<file path="src/sv/sme_pkg.sv">
package sme_pkg;

   localparam int REQ_W = 72;
   localparam int WORD_W = 64;
   localparam int PTR_W = 16;

   typedef enum logic [2:0] {
      OP_PUSH = 3'd0,
      OP_ADD  = 3'd1,
      OP_SUB  = 3'd2,
      OP_MUL  = 3'd3,
      OP_DIV  = 3'd4,
      OP_JUMP = 3'd5,
      OP_HALT = 3'd6
   } op_type;

   typedef enum logic [2:0] {
      ERR_OK        = 3'd0,
      ERR_OVERFLOW  = 3'd1,
      ERR_UNDERFLOW = 3'd2,
      ERR_ILLEGAL   = 3'd3,
      ERR_DIVZERO   = 3'd4
   } err_type;

   typedef struct packed {
      logic    load;
      logic    rd_en;
      logic    unit_start;
      logic    unit_div;
      logic    commit;
      op_type  op;
      err_type err;
   } sme_cmd_type;

   typedef struct packed {
      logic full;
      logic lt2;
      logic tos_zero;
      logic unit_done;
      logic out_busy;
   } sme_status_type;

endpackage

</file>
<file path="src/sv/sme_ctrl.sv">
module sme_ctrl import sme_pkg::*; (
   input  logic           clock,
   input  logic           reset,
   input  logic           req_valid,
   input  logic [2:0]     req_mode,
   output logic           req_ready,
   input  sme_status_type status,
   output sme_cmd_type    cmd
);

   typedef enum logic [1:0] {
      ST_IDLE,
      ST_START,
      ST_EXEC,
      ST_FIN
   } state_type;

   state_type state_ff;
   op_type    op_ff;
   err_type   err_ff;
   op_type    mode_op;
   err_type   dec_err;
   logic      accept;
   logic      binary;

   assign mode_op = op_type'(req_mode);
   assign accept  = req_valid && (state_ff == ST_IDLE);
   assign binary  = (mode_op == OP_ADD) || (mode_op == OP_SUB) ||
                    (mode_op == OP_MUL) || (mode_op == OP_DIV);

   // All error cases are known from the opcode and the stack state when the transaction arrives.
   always_comb begin
      unique case (mode_op)
         OP_PUSH:               dec_err = status.full ? ERR_OVERFLOW : ERR_OK;
         OP_ADD, OP_SUB, OP_MUL: dec_err = status.lt2 ? ERR_UNDERFLOW : ERR_OK;
         OP_DIV: begin
            if (status.lt2) begin
               dec_err = ERR_UNDERFLOW;
            end else if (status.tos_zero) begin
               dec_err = ERR_DIVZERO;
            end else begin
               dec_err = ERR_OK;
            end
         end
         OP_JUMP:               dec_err = ERR_OK;
         default:               dec_err = ERR_ILLEGAL;
      endcase
   end

   always_ff @(posedge clock) begin
      if (reset) begin
         state_ff <= ST_IDLE;
         op_ff    <= OP_JUMP;
         err_ff   <= ERR_OK;
      end else begin
         unique case (state_ff)
            ST_IDLE: begin
               if (accept) begin
                  op_ff  <= mode_op;
                  err_ff <= dec_err;
                  if (binary && dec_err == ERR_OK &&
                      (mode_op == OP_MUL || mode_op == OP_DIV)) begin
                     state_ff <= ST_START;
                  end else begin
                     state_ff <= ST_FIN;
                  end
               end
            end
            ST_START: state_ff <= ST_EXEC;
            ST_EXEC: begin
               if (status.unit_done) begin
                  state_ff <= ST_FIN;
               end
            end
            ST_FIN: begin
               if (!status.out_busy) begin
                  state_ff <= ST_IDLE;
               end
            end
            default: state_ff <= ST_IDLE;
         endcase
      end
   end

   assign req_ready      = (state_ff == ST_IDLE);
   assign cmd.load       = accept;
   assign cmd.rd_en      = accept && binary && (dec_err == ERR_OK);
   assign cmd.unit_start = (state_ff == ST_START);
   assign cmd.unit_div   = (op_ff == OP_DIV);
   assign cmd.commit     = (state_ff == ST_FIN) && !status.out_busy;
   assign cmd.op         = op_ff;
   assign cmd.err        = err_ff;

endmodule

</file>
<file path="config.mk">
export PLATFORM = sky130hd
export DESIGN_NAME = sme_ctrl
export DESIGN_NICKNAME = d
export VERILOG_FILES = /design/src/sv/sme_pkg.sv /design/src/sv/sme_ctrl.sv
export SDC_FILE = /design/constraint.sdc
export NUM_CORES = 1
export LEC_CHECK = 0
export BUFFER_PORTS_ARGS = -buffer_cell sky130_fd_sc_hd__buf_2
export CORE_AREA = 2 2 39 41
export CTS_BUF_LIST = sky130_fd_sc_hd__clkbuf_16
export CTS_CLUSTER_DIAMETER = 60
export CTS_CLUSTER_SIZE = 8
export DETAILED_ROUTE_END_ITERATION = 10
export DIE_AREA = 0 0 41 43
export HOLD_SLACK_MARGIN = 0.1
export MAX_ROUTING_LAYER = met4
export PLACE_DENSITY = 0.66
export SYNTH_ARGS = -nofsm -noshare
export SYNTH_HDL_FRONTEND = slang
export SYNTH_SLANG_ARGS = --single-unit
</file>
<file path="constraint.sdc">
create_clock -name clock -period 1.25 [get_ports clock]
set_input_delay 0.1875 -clock clock [delete_from_list [all_inputs] [get_ports clock]]
set_output_delay 0.1875 -clock clock [all_outputs]
set_load 0.01 [all_outputs]
</file>
* Word-level counts from Yosys, hierarchy flattened
Cells that the tools add are included.
Operators by class: eq/ne operators 12, mux-type cells 10, reductions and logical operators 17
Operators by type and width (count):
- 3-bit case mux with 4 select lines | 1
- 2-bit 2-to-1 mux | 5
- 3-bit == test (second input constant) | 3
- 2-bit case mux with 4 select lines | 1
- 3-bit by 2-bit == test with 1-bit output (second input constant) | 2
- 1-bit logical AND | 6
- 3-bit zero test | 2
- 3-bit 2-to-1 mux | 2
- 2-bit == test (second input constant) | 2
- 1-bit logical OR | 4
- 2-bit inequality test (second input constant) | 2
- 3-bit by 1-bit == test with 1-bit output (second input constant) | 1
- 3-bit AND reduction | 1
- 3-bit OR reduction | 1
- 2-bit by 1-bit == test with 1-bit output (second input constant) | 1
- 2-bit zero test | 1
- 2-bit by 1-bit inequality test with 1-bit output (second input constant) | 1
- 2-bit AND reduction | 1
- 1-bit zero test | 1
- 1-bit 2-to-1 mux | 1
Storage, ports and cells: register bits after elaboration 8, bits of input ports 11, output and inout bits 12, logic and storage cells 42

* Logic depth before layout (Yosys ltp)
word-level depth 9, mapped depth 6, depth with buffers taken out 6

* Least setup slack after synthesis
No wires, ideal clock.
path kind register to output, start point register state_ff[0], end point output cmd[10] (netlist name), arrival 1.134 ns, required time 1.062 ns, setup slack -0.072 ns, stages on the path, launching flop included 6, buffers on the path 1, path through dfxtp_1 inv_1 ha_1 nand2_1 inv_2 buf_4
On the way: longest elaborated chain between the ends 2
Ends and longest elaborated chain:
- start, declared | RTL line sme_ctrl.sv:18 | state_type state_ff;
- start signal, assigned | RTL line sme_ctrl.sv:52 | state_ff <= ST_IDLE;
- start signal, assigned | RTL line sme_ctrl.sv:63 | state_ff <= ST_START;
- start signal, assigned | RTL line sme_ctrl.sv:65 | state_ff <= ST_FIN;
- 2-bit zero test
- net req_ready | RTL line sme_ctrl.sv:6 | output logic req_ready,
- 1-bit logical AND | RTL line sme_ctrl.sv:27 | assign accept = req_valid && (state_ff == ST_IDLE);
- end, declared | RTL line sme_ctrl.sv:8 | output sme_cmd_type cmd
The timed path passes the listed nets, and every way through them passes these cells.

==> impl_metrics.ini <==
[run_status]
status = complete, but fails checks
violations = setup timing

[cells_and_area]
syn_to_final_growth_pct = 73.6
n_antenna_cell = 0
n_fill_cell = 120
fin_cells = 108
regArea_um2 = 163
multi_input_area_um2 = 354
nets = 109
drive_above_1_share = 0.565

[worst_setup_path]
required_ps = 1060
r2r_cells = 6
crit_path_top_delay_cell = or4b_4
path_max_fanout = 2
crit_path_max_incr_delay_ps = 530
start_kind = primary input
cp.arrival_ps = 1170
worst_r2r_startpoint = state_ff[0]
r2r_setup_slack_ps = 20
reg2reg_to = state_ff[1]
crit_path_end_kind = output port
crit_chain = buf_6 -> or4b_4 -> o21a_1 -> nor3_2 -> buf_2
crit_type = primary input to output port

[yosys]
synth_xor_area_frac = 0
synthesis.nets = 74
synthCells = 59
yosysUniqueCellTypes = 26
synth-compound-area-share = 0.192
synth-seq-cells = 8
ys_async_sr_fraction = 0
synth.area.top_cells = dfxtp_1, ha_1, nand2_1
synth-edff-count = 0
ys_seq_area_frac = 0.328
synth_top_family_by_area = simple AND/OR/NAND/NOR gates
muxShareOfSynthArea = 0
syn_area_per_cell_um2 = 8.27
syn_area_um2 = 488
synthSimpleGateAreaFrac = 0.315
synth_largest_area_cell = dfxtp_1
yosysTopAreaCellShare = 0.328
ys_warn_count = 0
synth_fa_ha_area_frac = 0.103
synth-main-ff-cell = dfxtp_1

[place]
dp_cells = 101
io_buffer_count = 22
dp.final_hpwl_um = 885
routabilityCongestion = 0.695
place_ws_ps = -133

[cts]
cts_made_buffers = 3
htreeDepth = 1
cts.path.max_buffers = 2
cts_tree = done
ctsHoldBuffers = 0
cts_sinks = 8
clockRootBuffer = clkbuf_16
clk_latency_ps = 230
worst_setup_hold_path_clk_slew_ps = 40

[timing]
worstMarginPinSlew_ps = 267
fmax_mhz = 737
layout_setup_ws_ps = -107
slew_violations = 0
layout_min_cycle_time_ps = 1360
hold_viol_final = 0
period_share = 1.09
hold_ws_ps = 247
finalClockSkew_ps = 3.51
slew_headroom = 0.822
setup_viol = 2
fin_tns_setup_ps = -114
rsz0062_at_grt = true

[detailed_routing]
first_iter_violations = 6
postRouteAntennaNets = 0
dr.pass1.iters = 4
drc = 0
routedWlPerCell_um = 12.2
viasPerCell = 5.11
vias = 552
drt_wl_total_um = 1320

[power]
vdd_drop_max_mv = 1.30
leakage_nw = 0.396
p_total_w = 0.00185
p_per_area_nw_per_um2 = 2180

[hold_path]
holdPathStages = 2
hold_path.class = primary input to flop
min_to = state_ff[0]
hold_start = reset

[floorplan]
core_area_um2 = 1380
die_h_um = 43
start_util = 0.353
row_count = 14
die-area_um2 = 1760
dieWidth_um = 41
io_pins = 23

[global_route]
grt_usage = 0.169
grt_max_degree = 10
grt_pass1_vias = 508
grt_pass1_wl_um = 1990
antenna_found_initial = 0
grt.overflow.total = 0

[flow_run]
drv_cap = 0
## layer usage
layer,share of wire,vias to the layer above,GRT usage,wire [µm]
li1,-,278,-,-
met1,0.38,256,0.169,496
met2,0.55,18,0.303,732
met3,0.069,0,0.0471,91
met4,0,0,0.0400,0
met5,0,-,-,0
## critical path: cells and delay by family
family | cells | cell delay (ps)
AOI/OAI and AO/OA | 1 | 130
and+or+nand+nor | 2 | 620
buffers and inverters | 2 | 230
## logic make-up after synthesis
logic type | after synthesis
AO/OA/AOI/OAI | 13
adder cells (fa/ha/maj) | 4
buffers and inverters | 6
flip-flops | 8
AND/OR/NAND/NOR | 28
## Yosys cell counts (2+ instances only)
library cell  number
nand2_1           10
dfxtp_1            8
a21oi_1            4
ha_1               4
nand2b_1           3
nand3b_1           3
nor2_1             3
a211oi_1           2
buf_4              2
inv_1              2
nor2b_1            2
o21a_1             2
## where the power goes
group	total (W)	switching [W]	internal, W
clock network	0.000544	0.000131	0.000413
registers	0.000383	0.0000510	0.000332
logic	0.000923	0.000433	0.000490
## cell usage in the layout (no fill, tap or decap), types with 3 or more instances in the layout
master | synthesis | routed
dfxtp_1 | 8 | 6
buf_4 | 2 | 10
clkbuf_16 | 0 | 3
buf_2 | 0 | 18
nand2_1 | 10 | 9
ha_2 | 0 | 3
nand3b_1 | 3 | 3
nor2_1 | 3 | 3
buf_6 | 0 | 5
a21oi_1 | 4 | 4
## how the worst max path moves through the flow
stage / from / to / cells after the start
6_report: status[2] / cmd[9] / 5
5_1_grt: state_ff[0] / cmd[9] / 5
4_1_cts: status[2] / cmd[9] / 5
3_5_place_dp: req_mode[0] / cmd[9] / 5
3_3_place_gp: req_mode[0] / cmd[9] / 5
2_1_floorplan: req_mode[2] / cmd[9] / 4
## cell type report
| type | count | share of cell area |
|---|---|---|
| multi-input cells | 45 | 0.418 |
| repair buffers | 33 | 0.261 |
| flip-flops and latches | 8 | 0.192 |
| clock buffers | 3 | 0.0886 |
| well taps | 16 | 0.0236 |
| inverters | 3 | 0.0162 |
## repair_timing
action                     4_1_cts  5_1_grt
resized for setup               14        6
pin swaps                        3        5
buffers inserted                 3        1
setup endpoints to repair        5        8
## flip-flops by register name, summed over array words and instances, names as in the netlist
signal,count
state_ff,2
op_ff,3
err_ff,3
## per-stage QoR
stage | util | instance area [µm²]
final | 0.612 | 847
after global routing | 0.612 | 847
after CTS | 0.590 | 817
after detailed placement | 0.475 | 657
after global placement | 0.475 | 657
after floorplan | - | 493
Power figures use the tool's default switching activity.
